`src/rtl/core/cemcy_pkg.sv`:
```
// Shared types and constants for the CANopen emergency error manager.
// Used by cemcy_ctrl, cemcy_dp and the top level; depends on nothing.
`timescale 1ns / 1ps
`default_nettype none

package cemcy_pkg;

  localparam int MAX_ERRORS    = 8;
  localparam int HISTORY_DEPTH = 8;

  localparam int ERR_IDX_W  = (MAX_ERRORS > 1) ? $clog2(MAX_ERRORS) : 1;
  localparam int HIST_IDX_W = (HISTORY_DEPTH > 1) ? $clog2(HISTORY_DEPTH) : 1;
  localparam int HIST_SIZE_W = 4;

  localparam logic [3:0] FRAME_LEN_SET     = 4'd5;
  localparam logic [3:0] FRAME_LEN_RECOVER = 4'd8;

  // configuration register indexes (byte address 4*i)
  localparam int          REG_IDX_W     = 2;
  localparam logic [1:0]  REG_EMCY_EN   = 2'd0;
  localparam logic [1:0]  REG_FRAME_ID  = 2'd1;
  localparam logic [1:0]  REG_HIST_SIZE = 2'd2;

  localparam logic        RST_EMCY_EN   = 1'b1;
  localparam logic [10:0] RST_FRAME_ID  = 11'd128;
  localparam logic [3:0]  RST_HIST_SIZE = 4'd8;

  typedef enum logic [1:0] {
    CMD_SET     = 2'd0,
    CMD_RECOVER = 2'd1,
    CMD_CLEAR   = 2'd2,
    CMD_READ    = 2'd3
  } cmd_e;

  typedef enum logic [2:0] {
    ST_ALREADY    = 3'd0,
    ST_FULL       = 3'd1,
    ST_RECORDED   = 3'd2,
    ST_SENT       = 3'd3,
    ST_RECOVERED  = 3'd4,
    ST_NOT_ACTIVE = 3'd5,
    ST_DONE       = 3'd6
  } status_e;

  typedef struct packed {
    cmd_e        cmd;
    logic [15:0] error_code;
    logic [7:0]  register_mask;
    logic [15:0] extra_info;
    logic [2:0]  read_index;
  } in_item_t;

  typedef struct packed {
    status_e     status;
    logic        frame_valid;
    logic [10:0] frame_id;
    logic [3:0]  frame_length;
    logic [63:0] frame_payload;
    logic [7:0]  error_register_out;
    logic [3:0]  history_count;
    logic [31:0] history_word;
    logic        any_error;
  } out_item_t;

  // controller -> datapath
  typedef struct packed {
    logic    capture;
    logic    scan_start;
    logic    scan_step;
    logic    entry_set;
    logic    entry_recover;
    logic    hist_push;
    logic    hist_clear;
    logic    gather_commit;
    logic    result_load;
    status_e status;
  } ctrl_cmd_t;

  // datapath -> controller
  typedef struct packed {
    cmd_e cmd;
    logic match_hit;
    logic match_active;
    logic free_hit;
    logic scan_last;
    logic rsp_busy;
  } dp_stat_t;

endpackage

`default_nettype wire

```
`src/rtl/core/cemcy_ctrl.sv`:
```
// Sequencer for the emergency error manager: search scan, decision,
// register gather scan and result hand-off. Depends on cemcy_pkg.
`timescale 1ns / 1ps
`default_nettype none

module cemcy_ctrl (
  input  wire logic                 clk,
  input  wire logic                 rst,
  input  wire logic                 cmd_valid,
  output logic                      cmd_ready,
  input  wire cemcy_pkg::dp_stat_t  stat,
  output cemcy_pkg::ctrl_cmd_t      ctl
);
  import cemcy_pkg::*;

  typedef enum logic [4:0] {
    S_IDLE   = 5'b00001,
    S_SEARCH = 5'b00010,
    S_DECIDE = 5'b00100,
    S_GATHER = 5'b01000,
    S_FINISH = 5'b10000
  } state_t;

  state_t  state, state_next;
  status_e status_q, status_q_next;

  always_ff @(posedge clk) begin
    if (rst) begin
      state    <= S_IDLE;
      status_q <= ST_DONE;
    end else begin
      state    <= state_next;
      status_q <= status_q_next;
    end
  end

  always_comb begin
    ctl           = '0;
    ctl.status    = status_q;
    cmd_ready     = 1'b0;
    state_next    = state;
    status_q_next = status_q;
    case (state)
      S_IDLE: begin
        cmd_ready = 1'b1;
        if (cmd_valid) begin
          ctl.capture    = 1'b1;
          ctl.scan_start = 1'b1;
          state_next     = S_SEARCH;
        end
      end
      S_SEARCH: begin
        ctl.scan_step = 1'b1;
        if (stat.scan_last) begin
          state_next = S_DECIDE;
        end
      end
      S_DECIDE: begin
        state_next = S_FINISH;
        case (stat.cmd)
          CMD_SET: begin
            if (stat.match_hit && stat.match_active) begin
              status_q_next = ST_ALREADY;
            end else if (stat.match_hit || stat.free_hit) begin
              ctl.entry_set  = 1'b1;
              ctl.hist_push  = 1'b1;
              ctl.scan_start = 1'b1;
              status_q_next  = ST_RECORDED;
              state_next     = S_GATHER;
            end else begin
              status_q_next = ST_FULL;
            end
          end
          CMD_RECOVER: begin
            if (stat.match_hit && stat.match_active) begin
              ctl.entry_recover = 1'b1;
              ctl.scan_start    = 1'b1;
              status_q_next     = ST_RECOVERED;
              state_next        = S_GATHER;
            end else begin
              status_q_next = ST_NOT_ACTIVE;
            end
          end
          CMD_CLEAR: begin
            ctl.hist_clear = 1'b1;
            status_q_next  = ST_DONE;
          end
          default: begin
            status_q_next = ST_DONE;
          end
        endcase
      end
      S_GATHER: begin
        ctl.scan_step = 1'b1;
        if (stat.scan_last) begin
          ctl.gather_commit = 1'b1;
          state_next        = S_FINISH;
        end
      end
      S_FINISH: begin
        // hold until the output register is free
        if (!stat.rsp_busy) begin
          ctl.result_load = 1'b1;
          state_next      = S_IDLE;
        end
      end
      default: begin
        state_next = S_IDLE;
      end
    endcase
  end

endmodule

`default_nettype wire

```
`src/rtl/core/cemcy_dp.sv`:
```
// Datapath of the emergency error manager: error table, scan unit,
// history shift line, error register and the result register. Depends on cemcy_pkg.
`timescale 1ns / 1ps
`default_nettype none

module cemcy_dp (
  input  wire logic                  clk,
  input  wire logic                  rst,
  input  wire cemcy_pkg::in_item_t   cmd_item,
  input  wire cemcy_pkg::ctrl_cmd_t  ctl,
  output cemcy_pkg::dp_stat_t        stat,
  input  wire logic                  emergency_enabled,
  input  wire logic [10:0]           frame_identifier,
  input  wire logic [3:0]            history_size,
  input  wire logic                  rsp_ready,
  output logic                       rsp_valid,
  output cemcy_pkg::out_item_t       rsp_item
);
  import cemcy_pkg::*;

  in_item_t item;

  // error table
  logic [15:0]           entry_code   [MAX_ERRORS];
  logic [7:0]            entry_mask   [MAX_ERRORS];
  logic [MAX_ERRORS-1:0] entry_active;

  // scan unit
  logic [ERR_IDX_W-1:0] idx;
  logic                 match_hit, match_active, free_hit;
  logic [ERR_IDX_W-1:0] match_idx, free_idx;
  logic [7:0]           acc;
  logic                 any;

  logic [31:0]            history [HISTORY_DEPTH];
  logic [3:0]             hist_count;
  logic [7:0]             err_reg;
  logic                   err_seen;

  logic                   code_eq, cur_active, any_next, scan_last;
  logic [7:0]             acc_next;
  logic [ERR_IDX_W-1:0]   slot;
  logic [HIST_SIZE_W-1:0] size_use;
  logic                   ridx_ok;
  logic [HIST_IDX_W-1:0]  hidx;
  out_item_t              rsp_next;

  assign code_eq    = (entry_code[idx] == item.error_code);
  assign cur_active = entry_active[idx];
  assign acc_next   = acc | (cur_active ? entry_mask[idx] : 8'h00);
  assign any_next   = any | cur_active;
  assign scan_last  = (idx == ERR_IDX_W'(MAX_ERRORS - 1));
  assign slot       = match_hit ? match_idx : free_idx;
  assign ridx_ok    = (int'(item.read_index) < HISTORY_DEPTH);
  assign hidx       = HIST_IDX_W'(item.read_index);

  always_comb begin
    if (history_size == '0) begin
      size_use = HIST_SIZE_W'(1);
    end else if (int'(history_size) > HISTORY_DEPTH) begin
      size_use = HIST_SIZE_W'(HISTORY_DEPTH);
    end else begin
      size_use = history_size;
    end
  end

  always_comb begin
    stat.cmd          = item.cmd;
    stat.match_hit    = match_hit;
    stat.match_active = match_active;
    stat.free_hit     = free_hit;
    stat.scan_last    = scan_last;
    stat.rsp_busy     = rsp_valid & ~rsp_ready;
  end

  // capture and scan
  always_ff @(posedge clk) begin
    if (ctl.capture) begin
      item <= cmd_item;
    end
    if (ctl.scan_start) begin
      idx       <= '0;
      match_hit <= 1'b0;
      free_hit  <= 1'b0;
      acc       <= '0;
      any       <= 1'b0;
    end else if (ctl.scan_step) begin
      idx <= idx + ERR_IDX_W'(1);
      // keep the first code hit and the first free entry
      if (code_eq && !match_hit) begin
        match_hit    <= 1'b1;
        match_active <= cur_active;
        match_idx    <= idx;
      end
      if (!cur_active && !free_hit) begin
        free_hit <= 1'b1;
        free_idx <= idx;
      end
      acc <= acc_next;
      any <= any_next;
    end
  end

  // error table, error register and history
  always_ff @(posedge clk) begin
    if (rst) begin
      for (int i = 0; i < MAX_ERRORS; i++) begin
        entry_code[i] <= '0;
        entry_mask[i] <= '0;
      end
      entry_active <= '0;
      for (int k = 0; k < HISTORY_DEPTH; k++) begin
        history[k] <= '0;
      end
      hist_count <= '0;
      err_reg    <= '0;
      err_seen   <= 1'b0;
    end else begin
      if (ctl.entry_set) begin
        entry_code[slot]   <= item.error_code;
        entry_mask[slot]   <= item.register_mask;
        entry_active[slot] <= 1'b1;
      end else if (ctl.entry_recover) begin
        entry_active[match_idx] <= 1'b0;
      end
      if (ctl.gather_commit) begin
        err_reg  <= acc_next;
        err_seen <= any_next;
      end
      if (ctl.hist_clear) begin
        for (int k = 0; k < HISTORY_DEPTH; k++) begin
          history[k] <= '0;
        end
        hist_count <= '0;
      end else if (ctl.hist_push) begin
        // shift only the part of the history in use
        for (int k = 1; k < HISTORY_DEPTH; k++) begin
          if (k < int'(size_use)) begin
            history[k] <= history[k-1];
          end
        end
        history[0] <= {item.extra_info, item.error_code};
        if (hist_count < size_use) begin
          hist_count <= hist_count + 4'd1;
        end
      end
    end
  end

  always_comb begin
    rsp_next                    = '0;
    rsp_next.status             = ctl.status;
    rsp_next.error_register_out = err_reg;
    rsp_next.history_count      = hist_count;
    rsp_next.any_error          = err_seen;
    if (ctl.status == ST_RECORDED && emergency_enabled) begin
      rsp_next.status        = ST_SENT;
      rsp_next.frame_valid   = 1'b1;
      rsp_next.frame_id      = frame_identifier;
      rsp_next.frame_length  = FRAME_LEN_SET;
      rsp_next.frame_payload = {24'd0, item.extra_info[7:0], 8'd0, err_reg,
                                item.error_code};
    end
    // last active error gone: all-zero frame
    if (ctl.status == ST_RECOVERED && !err_seen && emergency_enabled) begin
      rsp_next.frame_valid  = 1'b1;
      rsp_next.frame_id     = frame_identifier;
      rsp_next.frame_length = FRAME_LEN_RECOVER;
    end
    if (item.cmd == CMD_READ && ridx_ok) begin
      rsp_next.history_word = history[hidx];
    end
  end

  always_ff @(posedge clk) begin
    if (rst) begin
      rsp_valid <= 1'b0;
    end else if (ctl.result_load) begin
      rsp_valid <= 1'b1;
    end else if (rsp_ready) begin
      rsp_valid <= 1'b0;
    end
  end

  always_ff @(posedge clk) begin
    if (ctl.result_load) begin
      rsp_item <= rsp_next;
    end
  end

endmodule

`default_nettype wire

```
`src/rtl/core/canopen_emergency_error_manager.sv`:
```
// CANopen emergency error manager. Each command transaction yields exactly one
// response transaction. A command first scans the error table one entry per
// cycle; a set or recover that changes the table then scans it again to rebuild
// the error register. One command is in work at a time; the response sits in an
// output register, so the next command is taken while the previous response
// waits, and that command holds in its finishing state until the waiting
// response is taken. Registers sit on an APB port at 0x0 (emergency enable),
// 0x4 (CAN identifier) and 0x8 (history size); the user must see that they are
// written only while no command is in work, as the block does not enforce it.
// Depends on cemcy_pkg, cemcy_ctrl and cemcy_dp.
`timescale 1ns / 1ps
`default_nettype none

module canopen_emergency_error_manager (
  input  wire logic                 clk,
  input  wire logic                 rst,
  input  wire logic                 cmd_valid,
  output logic                      cmd_ready,
  input  wire cemcy_pkg::in_item_t  cmd_item,
  output logic                      rsp_valid,
  input  wire logic                 rsp_ready,
  output cemcy_pkg::out_item_t      rsp_item,
  input  wire logic                 psel,
  input  wire logic                 penable,
  input  wire logic                 pwrite,
  input  wire logic [3:0]           paddr,
  input  wire logic [31:0]          pwdata,
  output logic [31:0]               prdata,
  output logic                      pready
);
  import cemcy_pkg::*;

  logic                 emergency_enabled;
  logic [10:0]          frame_identifier;
  logic [3:0]           history_size;
  logic                 reg_write;
  logic [REG_IDX_W-1:0] reg_idx;
  ctrl_cmd_t            ctl;
  dp_stat_t             stat;

  assign pready    = 1'b1;
  assign reg_write = psel & penable & pwrite;
  assign reg_idx   = paddr[3:2];

  always_ff @(posedge clk) begin
    if (rst) begin
      emergency_enabled <= RST_EMCY_EN;
      frame_identifier  <= RST_FRAME_ID;
      history_size      <= RST_HIST_SIZE;
    end else if (reg_write) begin
      case (reg_idx)
        REG_EMCY_EN:   emergency_enabled <= pwdata[0];
        REG_FRAME_ID:  frame_identifier  <= pwdata[10:0];
        REG_HIST_SIZE: history_size      <= pwdata[3:0];
        default: begin
        end
      endcase
    end
  end

  always_comb begin
    case (reg_idx)
      REG_EMCY_EN:   prdata = {31'd0, emergency_enabled};
      REG_FRAME_ID:  prdata = {21'd0, frame_identifier};
      REG_HIST_SIZE: prdata = {28'd0, history_size};
      default:       prdata = '0;
    endcase
  end

  cemcy_ctrl u_ctrl (
    .clk       (clk),
    .rst       (rst),
    .cmd_valid (cmd_valid),
    .cmd_ready (cmd_ready),
    .stat      (stat),
    .ctl       (ctl)
  );

  cemcy_dp u_dp (
    .clk               (clk),
    .rst               (rst),
    .cmd_item          (cmd_item),
    .ctl               (ctl),
    .stat              (stat),
    .emergency_enabled (emergency_enabled),
    .frame_identifier  (frame_identifier),
    .history_size      (history_size),
    .rsp_ready         (rsp_ready),
    .rsp_valid         (rsp_valid),
    .rsp_item          (rsp_item)
  );

endmodule

`default_nettype wire

```
`config.mk`:
```
export PLATFORM = sky130hd
export DESIGN_NAME = canopen_emergency_error_manager
export DESIGN_NICKNAME = d
export VERILOG_FILES = /design/src/rtl/core/cemcy_pkg.sv /design/src/rtl/core/cemcy_ctrl.sv /design/src/rtl/core/cemcy_dp.sv /design/src/rtl/core/canopen_emergency_error_manager.sv
export SDC_FILE = /design/constraint.sdc
export NUM_CORES = 1
export LEC_CHECK = 0
export ABC_AREA = 1
export BUFFER_PORTS_ARGS = -buffer_cell sky130_fd_sc_hd__buf_2
export CAP_MARGIN = 20
export CORE_MARGIN = 2
export CORE_UTILIZATION = 40
export DETAILED_ROUTE_END_ITERATION = 10
export HOLD_SLACK_MARGIN = 0.08
export PLACE_DENSITY = 0.61
export SLEW_MARGIN = 40
export SYNTH_ARGS = -nofsm -noshare
export SYNTH_HDL_FRONTEND = slang
export SYNTH_SLANG_ARGS = --single-unit
```
`constraint.sdc`:
```
create_clock -name clk -period 6 [get_ports clk]
set_clock_uncertainty 0.2 [all_clocks]
set_input_delay 1.2 -clock clk [delete_from_list [all_inputs] [get_ports clk]]
set_output_delay 1.2 -clock clk [all_outputs]
set_load 0.01 [all_outputs]
```
Yosys cells after proc, flatten, opt, wreduce, memory -nomap -nowiden

Memories as Yosys holds them, arrays and structs flattened. A register that Yosys moved wholly into a read port is not among the register bits.
Index checks and enable logic that the tools add are counted.

Equality and inequality tests: 18
Add/sub/neg operators: 2
Div/mod/pow operators: 0
Muxes and demuxes: 120
Order comparisons: 14
Bitwise operators: 26
Multipliers: 0
Reductions and logical operators: 32
Shift operators: 0

Operator list:

| operator                                                    | number |
|---|---|
| two-way mux 32 bit                                          | 16 |
| two-way mux 80 bit                                          | 1 |
| two-way mux 1 bit                                           | 68 |
| two-way mux 5 bit                                           | 7 |
| one-hot mux 11 bit (3 select lines)                         | 1 |
| two-way mux 8 bit                                           | 4 |
| one-hot mux 5 bit (5 select lines)                          | 1 |
| two-way mux 3 bit                                           | 7 |
| OR 1 bit                                                    | 17 |
| equality test 16 bit                                        | 1 |
| less-than comparator 3 x 4 -> 1 bit (first input constant)  | 4 |
| two-way mux 16 bit                                          | 1 |
| OR 8 bit                                                    | 2 |
| OR reduction 16 bit                                         | 1 |
| two-way mux 15 bit                                          | 1 |
| less-than comparator 3 x 4 -> 1 bit (second input constant) | 3 |
| two-way mux 4 bit                                           | 3 |
| AND reduction 2 bit                                         | 6 |
| one-hot mux 5 bit (2 select lines)                          | 1 |
| bitwise AND 8 bit                                           | 1 |
| logical AND 1 bit                                           | 8 |
| less-than comparator 2 x 4 -> 1 bit (first input constant)  | 2 |
| inverter 8 bit                                              | 1 |
| OR reduction 8 bit                                          | 1 |
| 32 further kinds                                            | 54 |

Bits in writable memories: 448
Memories: 3
Bits in latches: 0
Bits of input ports: 88
ROM bits: 0
Output and inout bits: 163
Bits in registers: 208

Memory list:

| name            | depth | bits a word | read ports | clocked after Yosys merged registers in | wr ports | line           | RTL |
|---|---|---|---|---|---|---|---|
| u_dp.history    | 8     | 32          | 8          | 1                                       | 8        | cemcy_dp.sv:35 | `logic [31:0] history [HISTORY_DEPTH];` |
| u_dp.entry_code | 8     | 16          | 1          | 1                                       | 8        | cemcy_dp.sv:24 | `logic [15:0] entry_code [MAX_ERRORS];` |
| u_dp.entry_mask | 8     | 8           | 1          | 1                                       | 8        | cemcy_dp.sv:25 | `logic [7:0] entry_mask [MAX_ERRORS];` |

Depth between registers and ports, before layout

Gate-level depths: netlist of run 1.

Depth after elaboration: 10
Mapped depth: 15
Mapped depth without buffers: 13

Hierarchy

From an unflattened synthesis of run 1, not the netlist that was laid out.

Cells, all modules: 3055
Area, all modules: 29050.4 um^2

Modules (own cells, without submodules):

| module                          | cells each | instances | seq. area each (um^2) | area an instance (um^2) |
|---|---|---|---|---|
| cemcy_dp                        | 2827       | 1         | 17977.2               | 27567.7 |
| canopen_emergency_error_manager | 157        | 1         | 320.3                 | 993.5 |
| cemcy_ctrl                      | 71         | 1         | 160.2                 | 489.2 |

Worst setup path after synthesis of run 1

No wires, ideal clock.

Kind: input -> register
Start: input port rsp_ready
End: register u_dp.rsp_item[0] (netlist name)
Library setup time: 0.547 ns
Stages on the path: 2
Data required time: 5.253 ns
Data arrival time: 5.148 ns
Path slack: 0.104 ns
Cell sequence: nor2_1 -> nor2_1

RTL lines:

| item            | line                                  | RTL |
|---|---|---|
| start, declared | canopen_emergency_error_manager.sv:21 | `input wire logic rsp_ready,` |

==> flow_metrics.env, run 1 <==
export IMPL_hold_viol=0
export IMPL_finalSetupTns_ns=0
export IMPL_grt_pass1_vias=19110
export IMPL_clock_tree_htree_level_count=3
export IMPL_core_area_um2=71360
export IMPL_timing_critical_path_required_ns=6.03
export IMPL_boundary_pin_count=251
export IMPL_cts_sinks=657
export IMPL_firstDrtPassIters=7
export IMPL_hold_path_class="flop to flop"
export IMPL_die_height_um=272.2
export IMPL_top_regs="u_dp.history (256), u_dp.entry_code (128), u_dp.rsp_item (94)"
export IMPL_fin_crit_ns=3.998
export IMPL_detailroute_via_count=20210
export IMPL_slew_viol_final=0
export IMPL_hold_crit_depth=2
export IMPL_max_stage_delay_ns=0.58
export IMPL_worst_path_buf_inv=5
export IMPL_place_detailed_hpwl_um=43290
export IMPL_dieArea_um2=74080
export IMPL_max_clock_freq_mhz=250.1
export IMPL_max_slew_worst_pin_slew_ns=0.8409
export IMPL_tritoncts="yes"
export IMPL_grt_overflow_total=0
export IMPL_largest_register_ff_count=256
export IMPL_place_ws_ns=1.855
export IMPL_syn_to_final_growth_pct=12.94
export IMPL_gp_congestion=0.7986
export IMPL_vdd_ir_drop_worst_mv=0.2241
export IMPL_antenna_violations_before_repair=0
export IMPL_netlist_area_um2=28770
export IMPL_antenna_cells_inserted=0
export IMPL_max_cap_viol_count=0
export IMPL_routed_via_density=4.958
export IMPL_insertion_delay_ns=0.62
export IMPL_maxSlewHeadroom_pct=43.94
export IMPL_timing_setup_critical_path_class="flop to flop"
export IMPL_drt_first_iter_violations=1624
export IMPL_drtAntennaViolNets=0
export IMPL_grt_pass1_wl_um=108800
export IMPL_outcome="finished clean"
export IMPL_clk_pin_slew_worst_paths_ns=0.06
export IMPL_placed_cells=3949
export IMPL_syn_area_per_cell_um2=9.726
export IMPL_critical_path_arrival_ns=4.03
export IMPL_initial_utilization_pct=40.31
export IMPL_netlist_instances=2958
export IMPL_worst_r2r_path_depth=12
export IMPL_post_drt_wl_per_cell_um=17.39
export IMPL_track_usage_pct=18.84
export IMPL_cts_path_max_buffers=3
export IMPL_worstSetupStartpointType="flop"
export IMPL_rsz0062_at_grt="false"
export IMPL_fp_row_count=98
export IMPL_overall_routed_net_length_um=70910
export IMPL_hold_ws_ns=0.2543
export IMPL_path_depth=12
export IMPL_power_density_nw_per_um2=330.7
export IMPL_synth_ff_latch_count=657
export IMPL_drive_above_1_share_pct=11.93
export IMPL_cts_hold_buf=0
export IMPL_final_instance_count_excl_fill=4077
export IMPL_crit_fanout=45
export IMPL_synth_lib_cells_used_distinct=35
export IMPL_drc=0
export IMPL_grt_start_max_net_pins=82
export IMPL_period_share_pct=66.63
export IMPL_yosysWarnings=0
export IMPL_postLayoutSetupSlackWorst_ns=2.002
export IMPL_largest_register="u_dp.history"
export IMPL_critical_path_cell_chain="nor2_2 -> nand3_2 -> nor2_8 -> inv_2 -> nor2_8 -> buf_4 -> inv_2 -> nor2_8 -> o21ai_4 -> buf_4 -> nand2_1 -> buf_4"
export IMPL_cts_repair_timing_setup_buffer_count=0
export IMPL_io_buffer_count=172
export IMPL_nets=3167
export IMPL_synth_sequential_area_ratio_pct=64.16
export IMPL_post_cts_resized=0
export IMPL_path_delay_family="simple AND/OR/NAND/NOR gates"
export IMPL_cpMaxStageDelayCell="sky130_fd_sc_hd__nor2_8"
export IMPL_die_w_um=272.2
export IMPL_clockRootBuffer="sky130_fd_sc_hd__clkbuf_16"
export IMPL_inserted_clock_buffers=72
export IMPL_p_leak_nw=12.65
export IMPL_crit_path_end_kind="flop"
export IMPL_final_cell_utilization_of_the_core_pct=45.53
export IMPL_setup_viol=0
## through the flow
| step | power [mW] | cell area, µm² |
|---|---|---|
| after floorplan | 6.069 | 28970 |
| after global placement | 6.429 | 30160 |
| after detailed placement | 6.443 | 30170 |
| after CTS | 10.83 | 32490 |
| after global routing | 11.15 | 32490 |
| final | 10.74 | 32490 |
## report_power, final
group / switching [mW] / internal [mW] / leakage, nW
Combinational: 0.844 / 0.292 / 5.16
Clock: 1.80 / 2.60 / 1.14
Sequential: 0.101 / 5.11 / 6.35
## cells in the mapped netlist
| library cell | n | area (µm²) |
|---|---|---|
| sky130_fd_sc_hd__a21oi_1 | 232 | 1161 |
| sky130_fd_sc_hd__a31oi_1 | 42 | 262.8 |
| sky130_fd_sc_hd__buf_1 | 17 | 63.81 |
| sky130_fd_sc_hd__buf_2 | 36 | 180.2 |
| sky130_fd_sc_hd__buf_4 | 65 | 488.0 |
| sky130_fd_sc_hd__buf_6 | 11 | 123.9 |
| sky130_fd_sc_hd__clkbuf_1 | 97 | 364.1 |
| sky130_fd_sc_hd__clkinv_1 | 16 | 60.06 |
| sky130_fd_sc_hd__conb_1 | 2 | 7.510 |
| sky130_fd_sc_hd__dfxtp_1 | 127 | 2542 |
| sky130_fd_sc_hd__edfxtp_1 | 530 | 15920 |
| sky130_fd_sc_hd__ha_1 | 6 | 75.07 |
| sky130_fd_sc_hd__inv_1 | 357 | 1340 |
| sky130_fd_sc_hd__inv_2 | 8 | 30.03 |
| sky130_fd_sc_hd__mux2i_1 | 1 | 10.01 |
| sky130_fd_sc_hd__nand2_1 | 370 | 1389 |
| sky130_fd_sc_hd__nand2_2 | 6 | 37.54 |
| sky130_fd_sc_hd__nand2_4 | 2 | 22.52 |
| sky130_fd_sc_hd__nand3_1 | 151 | 755.7 |
| sky130_fd_sc_hd__nand3_2 | 1 | 10.01 |
| sky130_fd_sc_hd__nand4_1 | 43 | 269.0 |
| sky130_fd_sc_hd__nand4_4 | 1 | 21.27 |
| sky130_fd_sc_hd__nor2_1 | 543 | 2038 |
| sky130_fd_sc_hd__nor2_2 | 13 | 81.33 |
| sky130_fd_sc_hd__nor2_4 | 1 | 11.26 |
| sky130_fd_sc_hd__nor2_8 | 3 | 60.06 |
| sky130_fd_sc_hd__nor3_1 | 12 | 60.06 |
| sky130_fd_sc_hd__nor4_1 | 2 | 12.51 |
| sky130_fd_sc_hd__o211ai_1 | 7 | 52.55 |
| sky130_fd_sc_hd__o21ai_0 | 227 | 1136 |
| sky130_fd_sc_hd__o21ai_1 | 5 | 25.02 |
| sky130_fd_sc_hd__o21ai_2 | 1 | 8.760 |
| sky130_fd_sc_hd__o21ai_4 | 1 | 16.27 |
| sky130_fd_sc_hd__o22ai_1 | 21 | 131.4 |
| sky130_fd_sc_hd__or2_2 | 1 | 6.260 |
## kinds of logic (layout without fill, tap and decap cells)
family	count (synthesis)	count (layout)	synth area share (%)
AO/OA/AOI/OAI	536	536	9.712
flip-flops	657	657	64.16
other	2	55	0.02610
multiplexers	1	1	0.03479
buffers and inverters	607	723	9.212
AND/OR/NAND/NOR	1149	1149	16.60
adder cells (fa/ha/maj)	6	6	0.2609
## routing by layer
| layer | global-route usage, % | vias to the layer above | share of wire [%] |
|---|---|---|---|
| met1 | 24.58 | 9511 | 43 |
| met4 | 6.536 | 0 | 3.0 |
| met3 | 3.156 | 137 | 5.9 |
| li1 | - | 9965 | - |
| met2 | 31.73 | 599 | 48 |
| met5 | 0 | - | 0 |
## cell type report
class                      count  area (µm²)
clock buffer                  92        1948
clock inverter                36       365.4
fill                        6795       38870
inverter                     381        1436
multi-input combinational   1747        7906
sequential                   657       18460
tap                          950        1189
timing repair buffer         214        1189
## cell usage in the layout (no fill, tap or decap), drive strengths merged, types with 6 or more instances in the layout
master and count:
nor2 560, edfxtp 530, nand2 378, inv 369, o21ai 234, a21oi 232, buf 214, nand3 152
dfxtp 127, clkbuf 92, conb 55, nand4 44, a31oi 42, clkinv 40, o22ai 21, nor3 12
o211ai 7, bufinv 7, ha 6
## worst paths after layout
check | slack, ns | startpoint | endpoint
max | 2.00 | u_dp.stat[5] | u_dp.history[5][10]
min | 0.25 | u_dp.acc[7] | u_dp.acc[7]
max reg2reg | 2.00 | u_dp.stat[5] | u_dp.history[5][10]
min reg2reg | 0.25 | u_dp.acc[7] | u_dp.acc[7]
## tightest hold or removal path: stages, from the launching register on
cell                      delay, ns
sky130_fd_sc_hd__dfxtp_1       0.30
sky130_fd_sc_hd__nand2_1       0.05
sky130_fd_sc_hd__o21ai_1       0.05
Note: power is estimated with default switching activity, not from simulation.
==> inputs of run 2 (changes only) <==
- PLACE_DENSITY: 0.61 -> 0.59
- clock period: 6 -> 3.75 ns (I/O delays scaled with it)
==> flow_metrics.env, run 2 (same netlist as run 1, synthesis figures left out) <==
export IMPL_io_buffer_count=172
export IMPL_dieArea_um2=74080
export IMPL_p_leak_nw=12.77
export IMPL_max_clock_freq_mhz=360.4
export IMPL_routed_via_density=4.944
export IMPL_maxSlewHeadroom_pct=45.72
export IMPL_max_cap_viol_count=0
export IMPL_max_slew_worst_pin_slew_ns=0.8142
export IMPL_post_cts_resized=0
export IMPL_boundary_pin_count=251
export IMPL_antenna_violations_before_repair=0
export IMPL_outcome="finished clean"
export IMPL_drtAntennaViolNets=0
export IMPL_p_comb_share_pct=10.8
export IMPL_detailroute_via_count=20250
export IMPL_overall_routed_net_length_um=71380
export IMPL_grt_overflow_total=0
export IMPL_cts_repair_timing_setup_buffer_count=0
export IMPL_n_fill_cell=6752
export IMPL_layout_cells_most_common_list="sky130_fd_sc_hd__nor2_1, sky130_fd_sc_hd__edfxtp_1, sky130_fd_sc_hd__nand2_1"
export IMPL_fin_crit_ns=2.775
export IMPL_clockRootBuffer="sky130_fd_sc_hd__clkbuf_16"
export IMPL_crit_path_end_kind="flop"
export IMPL_clk_pin_slew_worst_paths_ns=0.06
export IMPL_post_drt_wl_per_cell_um=17.43
export IMPL_syn_to_final_growth_pct=13.86
export IMPL_power_net_switching_mw=4.361
export IMPL_drc=0
export IMPL_vdd_ir_drop_worst_mv=0.2869
export IMPL_place_detailed_hpwl_um=43460
export IMPL_grt_pass1_wl_um=110200
export IMPL_crit_fanout=15
export IMPL_gp_congestion=0.7866
export IMPL_setup_viol=0
export IMPL_initial_utilization_pct=40.31
export IMPL_finalSetupTns_ns=0
export IMPL_share_seq_of_total_power_pct=48.8
export IMPL_die_w_um=272.2
export IMPL_grt_pass1_vias=18990
export IMPL_tritoncts="yes"
export IMPL_nets=3186
export IMPL_fp_row_count=98
export IMPL_period_share_pct=73.99
export IMPL_hold_viol=0
export IMPL_worstSetupStartpointType="flop"
export IMPL_hold_path_class="primary input to flop"
export IMPL_drive_above_1_share_pct=12.05
export IMPL_final_common_cell="sky130_fd_sc_hd__nor2_1"
export IMPL_cts_path_max_buffers=3
export IMPL_track_usage_pct=19.08
export IMPL_antenna_cells_inserted=0
export IMPL_timing_critical_path_required_ns=3.86
export IMPL_timing_setup_critical_path_class="flop to flop"
export IMPL_grt_start_max_net_pins=129
export IMPL_cts_hold_buf=5
export IMPL_rsz0062_at_grt="false"
export IMPL_die_height_um=272.2
export IMPL_cts_sinks=657
export IMPL_firstDrtPassIters=5
export IMPL_largest_register_ff_count=256
export IMPL_top_regs="u_dp.history (256), u_dp.entry_code (128), u_dp.rsp_item (94)"
export IMPL_core_area_um2=71360
export IMPL_p_sw_share_pct=25.55
export IMPL_largest_register="u_dp.history"
export IMPL_internal_power_mw=12.71
export IMPL_inserted_clock_buffers=73
export IMPL_power_density_nw_per_um2=521.1
export IMPL_drt_first_iter_violations=1846
export IMPL_slew_viol_final=0
export IMPL_insertion_delay_ns=0.62
export IMPL_clock_tree_htree_level_count=3
export IMPL_critical_path_arrival_ns=2.88
export IMPL_power_total_mw=17.07
export IMPL_clock_power_share_pct=40.4
## run 2: cell types whose count changed in the layout (fill, tap and decap cells not counted), moves of 4 or more
cell                            before  now
sky130_fd_sc_hd__clkbuf_1           14   18
sky130_fd_sc_hd__bufinv_16           7    2
sky130_fd_sc_hd__buf_12              1   12
sky130_fd_sc_hd__clkbuf_16          73   77
sky130_fd_sc_hd__dlygate4sd3_1       0    5
## run 2: path summary, 6_finish.rpt
| path | from | end | slack (ns) | depth (start not counted) |
|---|---|---|---|---|
| hold / removal | cmd_item[25] | u_dp.item[25] | 0.11 | 1 |
| hold reg to reg | u_dp.acc[6] | u_dp.acc[6] | 0.25 | 2 |
| setup reg to reg | u_dp.match_idx[0] | u_dp.entry_code[2][11] | 0.98 | 8 |
| setup / recovery | u_dp.match_idx[0] | u_dp.entry_code[2][11] | 0.98 | 8 |
## run 2: worst max-delay path, cell delays in order (launching register included)
cell	delay [ns]
sky130_fd_sc_hd__edfxtp_1	0.45
sky130_fd_sc_hd__inv_1	0.18
sky130_fd_sc_hd__nand2_1	0.06
sky130_fd_sc_hd__o21ai_0	0.24
sky130_fd_sc_hd__inv_1	0.19
sky130_fd_sc_hd__nor2_1	0.23
sky130_fd_sc_hd__nand2_2	0.08
sky130_fd_sc_hd__nand2_1	0.57
sky130_fd_sc_hd__buf_12	0.25
## run 2: area by class of cell
cell class / count / area (µm²) / area share (%)
Clock inverter: 26 / 188.9 / 0.5768
Clock buffer: 103 / 2098 / 6.406
Multi-Input combinational cell: 1747 / 7914 / 24.16
Sequential cell: 657 / 18460 / 56.35
Inverter: 381 / 1430 / 4.366
Tap cell: 950 / 1189 / 3.629
Timing Repair Buffer: 232 / 1478 / 4.511
## run 2: routing by layer
metal	up-vias	share of wire (%)	track usage (%)
li1	10000	-	-
met1	9626	43	24.97
met2	516	49	32.46
met3	106	5.2	2.900
met4	0	2.3	6.304
met5	-	0	0
## run 2: power by group through the flow
| stage | Sequential, mW | Combinational (mW) | Clock (mW) |
|---|---|---|---|
| floorplan | 8.43 | 1.27 | 0 |
| global placement | 8.48 | 1.84 | 0 |
| detailed placement | 8.49 | 1.85 | 0 |
| CTS | 8.33 | 1.86 | 7.06 |
| global route | 8.36 | 2.07 | 7.31 |
| finish | 8.34 | 1.84 | 6.89 |
## run 2: metrics by stage
| step | setup slack [ns] | hold slack (ns) | utilization (%) | cell area [µm²] | cells |
|---|---|---|---|---|---|
| detailed placement | 0.7070 | 0.2485 | 42.62 | 30420 | 3962 |
| finish | 0.9753 | 0.1134 | 45.90 | 32760 | 4096 |
| global placement | 0.7003 | 0.2440 | 42.59 | 30390 | 3962 |
| floorplan | 0.4992 | 0.2249 | - | 28980 | 3011 |
| global route | 0.7825 | 0.09509 | 45.90 | 32760 | 4096 |
| CTS | 0.9657 | 0.08006 | 45.90 | 32750 | 4096 |
